## config.mk

```make
export PLATFORM = sky130hd
export DESIGN_NAME = vtlbf_queue
export DESIGN_NICKNAME = d
export VERILOG_FILES = /design/src/rtl/vtlbf_pkg.sv /design/src/rtl/vtlbf_queue.sv
export SDC_FILE = /design/constraint.sdc
export NUM_CORES = 1
export LEC_CHECK = 0
export BUFFER_PORTS_ARGS = -buffer_cell sky130_fd_sc_hd__buf_4
export CAP_MARGIN = 20
export CORE_ASPECT_RATIO = 0.9
export CORE_UTILIZATION = 30
export DETAILED_ROUTE_END_ITERATION = 12
export GPL_TIMING_DRIVEN = 0
export PLACE_DENSITY = 0.57
export SETUP_SLACK_MARGIN = 0.3
export SYNTH_ARGS = -nofsm -noshare
export SYNTH_HDL_FRONTEND = slang
export SYNTH_SLANG_ARGS = --single-unit
export TNS_END_PERCENT = 10
```

## constraint.sdc

```tcl
create_clock -name i_clk -period 1.65 [get_ports i_clk]
set_clock_uncertainty 0.1 [all_clocks]
set_input_delay 0.165 -clock i_clk [delete_from_list [all_inputs] [get_ports i_clk]]
set_output_delay 0.165 -clock i_clk [all_outputs]
set_load 0.01 [all_outputs]
```

## src/rtl/vtlbf_pkg.sv

```systemverilog
// Package: shared types and constants of the vertical three-tap line buffer filter.
`timescale 1ns / 1ps

package vtlbf_pkg;

    // Field and register widths
    localparam int PIX_W       = 8;
    localparam int CFG_W       = 11;
    localparam int CFG_IDX_W   = 1;

    // Parameter defaults
    localparam int DEF_MAX_COLS = 1024;
    localparam int DEF_MAX_ROWS = 1024;

    // Register reset value for both frame registers
    localparam logic [CFG_W-1:0] CFG_RESET_VAL = 11'd1024;

    // Register indexes
    localparam logic [CFG_IDX_W-1:0] CFG_FRAME_WIDTH  = 1'b0;
    localparam logic [CFG_IDX_W-1:0] CFG_FRAME_HEIGHT = 1'b1;

    // Depth of the job queue between front and back
    localparam int QUEUE_DEPTH = 4;

    // Per-beat control decided by the front end
    typedef struct packed {
        logic sel;      // 1: write store b, above from b, centre from a
        logic top;      // first image row is the centre: above := centre
        logic bottom;   // flush row: below := centre
        logic eol;      // last column of the row
        logic eof;      // last output pixel of the frame
        logic emit;     // beat produces a result
    } t_job_ctl;

endpackage

```

## src/rtl/vtlbf_queue.sv

```systemverilog
// Short job queue between the front end and the back end.
`timescale 1ns / 1ps

module vtlbf_queue
    import vtlbf_pkg::*;
#(
    parameter int DATA_W = 8
) (
    input  logic              i_clk,
    input  logic              i_rst_n,
    input  logic              i_push,
    input  logic [DATA_W-1:0] i_data,
    input  logic              i_pop,
    output logic [DATA_W-1:0] o_data,
    output logic              o_full,
    output logic              o_nonempty
);

    localparam int PW = $clog2(QUEUE_DEPTH);
    localparam int NW = $clog2(QUEUE_DEPTH + 1);

    logic [DATA_W-1:0] r_slot [QUEUE_DEPTH];
    logic [PW-1:0]     r_wr_ptr;
    logic [PW-1:0]     r_rd_ptr;
    logic [NW-1:0]     r_count;

    assign o_full     = (r_count == NW'(QUEUE_DEPTH));
    assign o_nonempty = (r_count != '0);
    assign o_data     = r_slot[r_rd_ptr];

    // Store the pushed job
    always_ff @(posedge i_clk) begin
        if (i_push)
            r_slot[r_wr_ptr] <= i_data;
    end

    // Advance pointers and occupancy
    always_ff @(posedge i_clk) begin
        if (!i_rst_n) begin
            r_wr_ptr <= '0;
            r_rd_ptr <= '0;
            r_count  <= '0;
        end else begin
            if (i_push)
                r_wr_ptr <= (r_wr_ptr == PW'(QUEUE_DEPTH - 1)) ? '0 : r_wr_ptr + PW'(1);
            if (i_pop)
                r_rd_ptr <= (r_rd_ptr == PW'(QUEUE_DEPTH - 1)) ? '0 : r_rd_ptr + PW'(1);
            if (i_push && !i_pop)
                r_count <= r_count + NW'(1);
            else if (!i_push && i_pop)
                r_count <= r_count - NW'(1);
        end
    end

endmodule

```

==> out/metrics.cfg <==
[status]
status = finished, violations left
violations = setup timing

[die]
dieArea_um2 = 5690
fp-row-count = 24
dieWidth_um = 79.4
ios = 22
initial_core_util = 0.322
die_h_um = 71.6
coreArea_um2 = 5010

[drt]
wl_met1_mm = 1.18
route.met3.wl_um = 109
detail-route-antenna-nets = 0
dr.pass1.iters = 4
top_layer = met4
drtIter0Drc = 25
wire_per_inst_um = 13.8
wl_met2_mm = 1.26
remaining_drc_errors = 0
vias = 818
vias_per_cell = 4.35
finalWirelength_mm = 2.59

[global_route]
grt_usage = 0.106
grt_first_pass_wirelength_mm = 4.25
grt_pass1_vias = 887
grt.overflow.total = 0
antenna_found_initial = 0
grt_start_max_net_pins = 15

[logic_synthesis]
synthTopCellsByArea = edfxtp_1 (59%), dfxtp_1 (11%), mux4_2 (11%), ha_1 (4.6%), mux2i_1 (2.5%)
synth_warnings = 0
synthArstFlopShare = 0
synth.most_common_cell = edfxtp_1
ys_ff_latch = 41
synth_top_area_frac = 0.594
netlist_top_cells_count = edfxtp_1 (32), dfxtp_1 (9), mux4_2 (8), ha_1 (6)
synth_top_area_cell = edfxtp_1
synthFlopType = edfxtp_1
ys_seq_area_frac = 0.706
synth_nets = 105
synth_cells = 86
syn_avg_cell_area_um2 = 18.8
synth_area_um2 = 1620
synth_edf_count = 32
ys_types = 20

[place]
pre_cts_ws_ns = -0.0810
place_congestion = 0.632
dp_hpwl_mm = 1.79
dp.cells = 172
port_buffers = 21

[timing]
tightest_slew_ns = 0.236
finalSetupViolCount = 8
rsz0062_at_grt = yes
final.period_utilization = 1.03
finalMaxSlewViolations = 0
holdWs_ns = 0.0405
slew_headroom = 0.843
setup_slack_ns = -0.0512
min_period_ns = 1.70
final_hold_viol_count = 0
fmax_ghz = 0.588

[clocking]
cts_made_buffers = 5
cts_num_sinks = 41
h-tree-depth = 2
clkTransAtPathRegs_ns = 0.08
cts-root-buf = clkbuf_8
tritoncts = yes
clk_latency_ns = 0.29
clock_path_buffers = 2

[pwr]
power.total_w = 0.00236
vdd_drop_max_mv = 0.436
power_density_nw_per_um2 = 1110
p_leak_nw = 0.767

[critical_path]
crit_fanout = 8
cp.required_ns = 1.38
critPathKind = flip-flop to output port
cp-start-kind = flip-flop
r2r_slack_ns = 0.05
worst_setup_path_end_kind = output port
critPathArrivalTime_ns = 1.44

[cells_and_area]
diodes = 0
drive_above_1_share = 0.431
area_growth_pct = 32.1
final_cells = 188
nets = 141
final_core_util = 0.426

[flow_run]
max-cap-violations = 0

[hold_path]
hp-class = input pin to flip-flop

-- through the flow --
step | area (um^2) | setup TNS, ns
floorplan | 1640 | 0
global placement | 1870 | 0
detailed placement | 1870 | -0.0810
CTS | 2130 | -0.433
global route | 2140 | -0.709
finish | 2140 | -0.249
-- critical path, stage by stage (launching register included) --
cell and delay, ns:
dfxtp_2 0.35, buf_12 0.14, mux4_2 0.53, buf_6 0.14
-- path summary, 6_finish.rpt --
path,startpoint,endpoint,depth (start not counted)
setup / recovery,flip-flop,o_data[0],3
hold / removal,i_rst_n,r_count[0],2
setup reg to reg,r_count[0],r_count[2],4
hold reg to reg,r_count[2],r_count[2],2
-- area by class of cell --
type                            count  area [um^2]
Clock inverter                      3         46.3
Fill cell                         453         2880
Timing Repair Buffer               29          272
Buffer                              2         25.0
Tap cell                           65         81.3
Inverter                            4         17.5
Sequential cell                    41         1150
Clock buffer                        5         68.8
Multi-Input combinational cell     39          477
-- layer usage --
layer | track usage | vias to the layer above
li1 | - | 396
met1 | 0.132 | 398
met2 | 0.167 | 20
met3 | 0.0344 | 4
met4 | 0.0545 | 0
met5 | 0 | -
-- repair_timing --
item,in CTS,in global routing
pin swaps,5,5
setup endpoints to repair,42,34
resized for setup,19,2
endpoints found under the hold margin,32,0
hold buffers,8,0
buffers inserted,0,0
-- state kept, by name (all words and copies together) (netlist names), named ones only --
signal / cells
r_slot: 32
r_count: 3
r_rd_ptr: 2
r_wr_ptr: 2
-- where the power goes --
part           internal (W)  total [W]  switching [W]
Combinational      0.000208   0.000350       0.000142
Sequential          0.00118    0.00121      0.0000303
Clock              0.000453   0.000805       0.000353
-- cell usage in the layout (no fill, tap or decap) --
| master | n |
|---|---|
| buf_4 | 12 |
| dfxtp_1 | 5 |
| mux2i_1 | 4 |
| o21ai_0 | 1 |
| dfxtp_4 | 1 |
| and2_1 | 1 |
| buf_12 | 1 |
| nor3b_1 | 1 |
| clkbuf_8 | 5 |
| clkbuf_2 | 1 |
| o21a_1 | 1 |
| nor2b_1 | 5 |
| inv_2 | 1 |
| fa_2 | 1 |
| dfxtp_2 | 3 |
| edfxtp_1 | 32 |
| clkinvlp_4 | 1 |
| inv_4 | 1 |
| or3_1 | 1 |
| mux4_2 | 8 |
| or3_4 | 1 |
| and2_2 | 4 |
| nor2_1 | 1 |
| buf_6 | 9 |
| clkinv_4 | 1 |
| dlygate4sd3_1 | 8 |
| xor2_2 | 1 |
| nor3_1 | 1 |
| ha_4 | 1 |
| bufinv_16 | 1 |
| xnor2_1 | 1 |
| ha_1 | 5 |
| inv_1 | 2 |
| a21boi_1 | 1 |
-- cell families after synthesis --
group	count (synthesis)	synth area share
AO/OA/AOI/OAI	3	0.0124
XOR/XNOR	2	0.0108
adder cells (fa/ha/maj)	7	0.0588
buffers and inverters	6	0.0193
flip-flops	41	0.706
multiplexers	12	0.136
AND/OR/NAND/NOR	15	0.0565
Note: power is estimated with default switching activity, not from simulation.
