==> config.mk <==
export PLATFORM = sky130hd
export DESIGN_NAME = vtlbf_front
export DESIGN_NICKNAME = d
export VERILOG_FILES = /design/src/rtl/vtlbf_pkg.sv /design/src/rtl/vtlbf_front.sv
export SDC_FILE = /design/constraint.sdc
export NUM_CORES = 1
export LEC_CHECK = 0
export BUFFER_PORTS_ARGS = -buffer_cell sky130_fd_sc_hd__clkbuf_2
export CORE_MARGIN = 8
export CORE_UTILIZATION = 35
export DETAILED_ROUTE_END_ITERATION = 10
export HOLD_SLACK_MARGIN = 0.08
export SYNTH_ARGS = -nofsm -noshare
export SYNTH_HDL_FRONTEND = slang
export SYNTH_SLANG_ARGS = --single-unit
==> constraint.sdc <==
create_clock -name i_clk -period 4.05 [get_ports i_clk]
set_clock_uncertainty 0.05 [all_clocks]
set_input_delay 0.2025 -clock i_clk [delete_from_list [all_inputs] [get_ports i_clk]]
set_output_delay 0.2025 -clock i_clk [all_outputs]
set_load 0.05 [all_outputs]
==> src/rtl/vtlbf_pkg.sv <==
// Package: shared types and constants of the vertical three-tap line buffer filter.
`timescale 1ns / 1ps

package vtlbf_pkg;

    // Field and register widths
    localparam int PIX_W       = 8;
    localparam int CFG_W       = 11;
    localparam int CFG_IDX_W   = 1;

    // Parameter defaults
    localparam int DEF_MAX_COLS = 1024;
    localparam int DEF_MAX_ROWS = 1024;

    // Register reset value for both frame registers
    localparam logic [CFG_W-1:0] CFG_RESET_VAL = 11'd1024;

    // Register indexes
    localparam logic [CFG_IDX_W-1:0] CFG_FRAME_WIDTH  = 1'b0;
    localparam logic [CFG_IDX_W-1:0] CFG_FRAME_HEIGHT = 1'b1;

    // Depth of the job queue between front and back
    localparam int QUEUE_DEPTH = 4;

    // Per-beat control decided by the front end
    typedef struct packed {
        logic sel;      // 1: write store b, above from b, centre from a
        logic top;      // first image row is the centre: above := centre
        logic bottom;   // flush row: below := centre
        logic eol;      // last column of the row
        logic eof;      // last output pixel of the frame
        logic emit;     // beat produces a result
    } t_job_ctl;

endpackage

==> src/rtl/vtlbf_front.sv <==
// Front end: frame registers, row and column counters, beat classification.
`timescale 1ns / 1ps

module vtlbf_front
    import vtlbf_pkg::*;
#(
    parameter int MAX_COLS = DEF_MAX_COLS,
    parameter int MAX_ROWS = DEF_MAX_ROWS
) (
    input  logic                         i_clk,
    input  logic                         i_rst_n,
    input  logic                         i_cfg_wr_en,
    input  logic [CFG_IDX_W-1:0]         i_cfg_index,
    input  logic [CFG_W-1:0]             i_cfg_data,
    input  logic                         i_in_valid,
    output logic                         o_in_ready,
    input  logic [PIX_W-1:0]             i_pixel_in,
    input  logic                         i_q_full,
    output logic                         o_push,
    output t_job_ctl                     o_ctl,
    output logic [$clog2(MAX_COLS)-1:0]  o_col,
    output logic [PIX_W-1:0]             o_pix
);

    localparam int CW = $clog2(MAX_COLS);
    localparam int RW = $clog2(MAX_ROWS + 1);
    localparam int XW = (CW + 1 > CFG_W) ? CW + 1 : CFG_W;
    localparam int YW = (RW > CFG_W) ? RW : CFG_W;

    logic [CFG_W-1:0] r_frame_width;
    logic [CFG_W-1:0] r_frame_height;
    logic [CW-1:0]    r_col, n_col;
    logic [RW-1:0]    r_row, n_row;
    logic             r_sel, n_sel;

    logic [XW-1:0]    w_width_raw, w_width;
    logic [YW-1:0]    w_height_raw, w_height;
    logic             w_last, w_bottom, w_accept;

    // Write the frame registers
    always_ff @(posedge i_clk) begin
        if (!i_rst_n) begin
            r_frame_width  <= CFG_RESET_VAL;
            r_frame_height <= CFG_RESET_VAL;
        end else if (i_cfg_wr_en) begin
            unique case (i_cfg_index)
                CFG_FRAME_WIDTH:  r_frame_width  <= i_cfg_data;
                CFG_FRAME_HEIGHT: r_frame_height <= i_cfg_data;
                default: ;
            endcase
        end
    end

    // Clamp the registers into their usable range
    always_comb begin
        w_width_raw  = XW'(r_frame_width);
        w_height_raw = YW'(r_frame_height);
        if (w_width_raw == '0)
            w_width = XW'(1);
        else if (w_width_raw > XW'(MAX_COLS))
            w_width = XW'(MAX_COLS);
        else
            w_width = w_width_raw;
        if (w_height_raw == '0)
            w_height = YW'(1);
        else if (w_height_raw > YW'(MAX_ROWS))
            w_height = YW'(MAX_ROWS);
        else
            w_height = w_height_raw;
    end

    assign o_in_ready = !i_q_full;
    assign w_accept   = i_in_valid && !i_q_full;
    assign o_push     = w_accept;

    // Classify the beat and work out the next counter values
    always_comb begin
        w_last   = (XW'(r_col) + XW'(1)) >= w_width;
        w_bottom = YW'(r_row) >= w_height;
        n_sel    = (r_col == '0) ? !r_sel : r_sel;
        if (w_last) begin
            n_col = '0;
            n_row = w_bottom ? '0 : r_row + RW'(1);
        end else begin
            n_col = r_col + CW'(1);
            n_row = r_row;
        end
        o_ctl.sel    = n_sel;
        o_ctl.top    = (r_row == RW'(1));
        o_ctl.bottom = w_bottom;
        o_ctl.eol    = w_last;
        o_ctl.eof    = w_last && w_bottom;
        o_ctl.emit   = (r_row != '0);
        o_col        = r_col;
        o_pix        = i_pixel_in;
    end

    // Advance the counters on each accepted beat
    always_ff @(posedge i_clk) begin
        if (!i_rst_n) begin
            r_col <= '0;
            r_row <= '0;
            r_sel <= 1'b1;
        end else if (w_accept) begin
            r_col <= n_col;
            r_row <= n_row;
            r_sel <= n_sel;
        end
    end

endmodule

==> results.toml <==
[floorplan]
num_rows = 32
die_h_um = 105
die_x_um = 105
dieArea_mm2 = 0.0111
start_util_pct = 36.2
coreArea_mm2 = 0.00773
boundaryPins = 51

[synthesis]
synth.most_common_cell = "nand2_1"
syn_area_per_cell_um2 = 7.66
synth-main-ff-cell = "dfxtp_1"
synth_top_cell_by_area = "dfxtp_1"
synth_seq_cells = 44
synthCells = 365
synth_top_area_share_pct = 31.5
synth_edf_count = 0
yosysWarnings = 0
synth_fp_nets = 417
seq_area_frac_synth_pct = 31.5
async_flop_share_pct = 0
synth_common_cells = "92 x nand2_1, 44 x dfxtp_1, 37 x a21oi_1"
yosys.cell_types.count = 46
syn-cell-area_mm2 = 0.00280
synth_area_leaders = "dfxtp_1 31%, nand2_1 12%, ha_1 12%, a21oi_1 6.6%, buf_4 3.2%"

[sta]
slew-limit-headroom_pct = 27.9
drv_slew = 0
fin_tns_setup_ns = 0
finalCritPeriodShare_pct = 85.4
rsz0062_at_grt = "no"
hold_viol_final = 0
min_period_ns = 3.46
fmax_mhz = 289
setup_viol = 0
worst_pin_slew_ns = 1.08

[final_layout]
regArea_um2 = 881
area_growth_pct = 10.2
antennaDiodeCount = 0
nFillCells = 809
multi_input_area_mm2 = 0.00172
fin_nets = 435
drive_gt1_share_pct = 14.8
final_area_mm2 = 0.00308

[clock_tree]
cts_tree = "built"
clk_pin_slew_ns = 0.08
clock_path_buffers = 2
cts_setup_buffers = 0
cts_buffers = 5
cts-htree-levels = 2
clk-insertion-delay-late_ns = 0.30
root_buffer = "clkbuf_8"
clock_sinks = 44

[detailed_routing]
routed_via_density = 5.20
drtIter0Drc = 116
vias = 2529
detail-route-antenna-nets = 0
dr.pass1.iters = 4
avgRoutedWirePerCell_um = 14.0
drt-total-wl_mm = 6.83
drc = 0

[global_routing]
grt_pass1_vias = 2465
grt_pass1_wl_mm = 11.8
antenna_found_initial = 0
grt_use_total_pct = 12.7
grt_max_degree = 36
grt-ovfl-total = 0

[placement]
dpl_cell_area_mm2 = 0.00296
gp_congestion = 0.839
io_buffers = 34
place_hpwl_mm = 5.22

[setup_path]
start_kind = "flop"
path_max_fanout = 8
critPathRequiredTime_ns = 3.80
arrival_ns = 3.21
critPathCaptureType = "output port"
critPathKind = "reg2out"

[outcome]
status = "complete, no violations"

[flow_run]
cap_violations = 0

[min_path]
hp-class = "in2reg"

[power]
powerDensity_mw_per_mm2 = 285
p_leak_uw = 0.00124
peakVddDrop_mv = 0.133
[kinds of logic after synthesis]
group           share of synthesized area [%]
fa+ha+maj                                12.1
flops                                    31.5
buf+inv                                  7.16
mux                                     0.805
simple gates                             27.6
compound gates                           18.0
xor+xnor                                 2.82
[through the flow]
step,total power (uW),std cells,setup slack (ns),util [%],hold WS (ns)
floorplan,583,365,0.418,-,0.288
global placement,590,475,1.02,38.3,0.355
detailed placement,592,475,0.880,38.3,0.355
CTS,884,486,0.554,39.9,0.0811
global route,912,486,0.262,39.9,0.0823
finish,878,486,0.590,39.9,0.0899
[cells in the final DEF (no fill, tap or decap), drive strengths merged, types with 2 or more instances in the layout]
cell type,instances
a21o,4
a21oi,37
a31oi,3
and2,4
and3,4
buf,2
clkbuf,40
clkinv,3
dfxtp,44
dlygate4sd3,3
ha,27
inv,12
mux2,2
nand2,92
nand2b,5
nand3,17
nand4,4
nor2,14
nor2b,2
nor3,3
nor4,10
nor4b,2
o211ai,3
o21ai,6
o22a,3
o22ai,10
o31ai,3
or2,2
or3,4
xnor2,6
xor2,3
[final timing paths]
kind	startpoint	end	slack, ns	depth (start not counted)
max	o_col[2]	o_ctl[1]	0.59	12
min	i_cfg_data[6]	r_frame_height[6]	0.09	3
max reg2reg	o_col[2]	o_col[5]	0.87	12
min reg2reg	r_frame_width[1]	r_frame_width[1]	0.43	2
[repair_timing]
item                                   CTS  global route
endpoints found under the hold margin    3             0
setup endpoints to repair                0             0
gates resized for setup                  0             0
hold buffers                             3             0
[registers in the layout, indices dropped and copies added (netlist names)]
signal and cells:
o_col 10, r_frame_height 11, r_frame_width 11, r_row 11, r_sel 1
[per-layer routing]
metal	vias up	share of wire, %	wire length [um]	global-route usage, %
li1	1303	-	-	-
met2	65	42	2890	19.5
met4	0	1.2	82	3.77
met1	1155	51	3460	17.2
met5	-	0	0	0
met3	6	5.8	398	2.80
[worst max-delay path, cell delays in order (launching register included)]
cell and delay (ns):
dfxtp_1 0.48, nand3_1 0.20, or2_2 0.39, nor2_1 0.15, xor2_1 0.21, ha_1 0.27, nand4_1 0.09, nor2_1 0.05
a21oi_1 0.21, and2_1 0.37, inv_1 0.10, and2_1 0.15, clkbuf_2 0.23
[report_power, final]
group	switching (uW)	internal, uW
Sequential	10.3	445
Clock	158	136
Combinational	87.1	41.2
Total	255	623
[area by class of cell]
class	count	area share, %
Multi-Input combinational cell	280	55.7
Sequential cell	44	28.6
Timing Repair Buffer	39	6.98
Tap cell	102	4.14
Clock buffer	6	2.68
Inverter	13	1.58
Clock inverter	2	0.325
No activity file was read; power rests on OpenSTA's default activity.
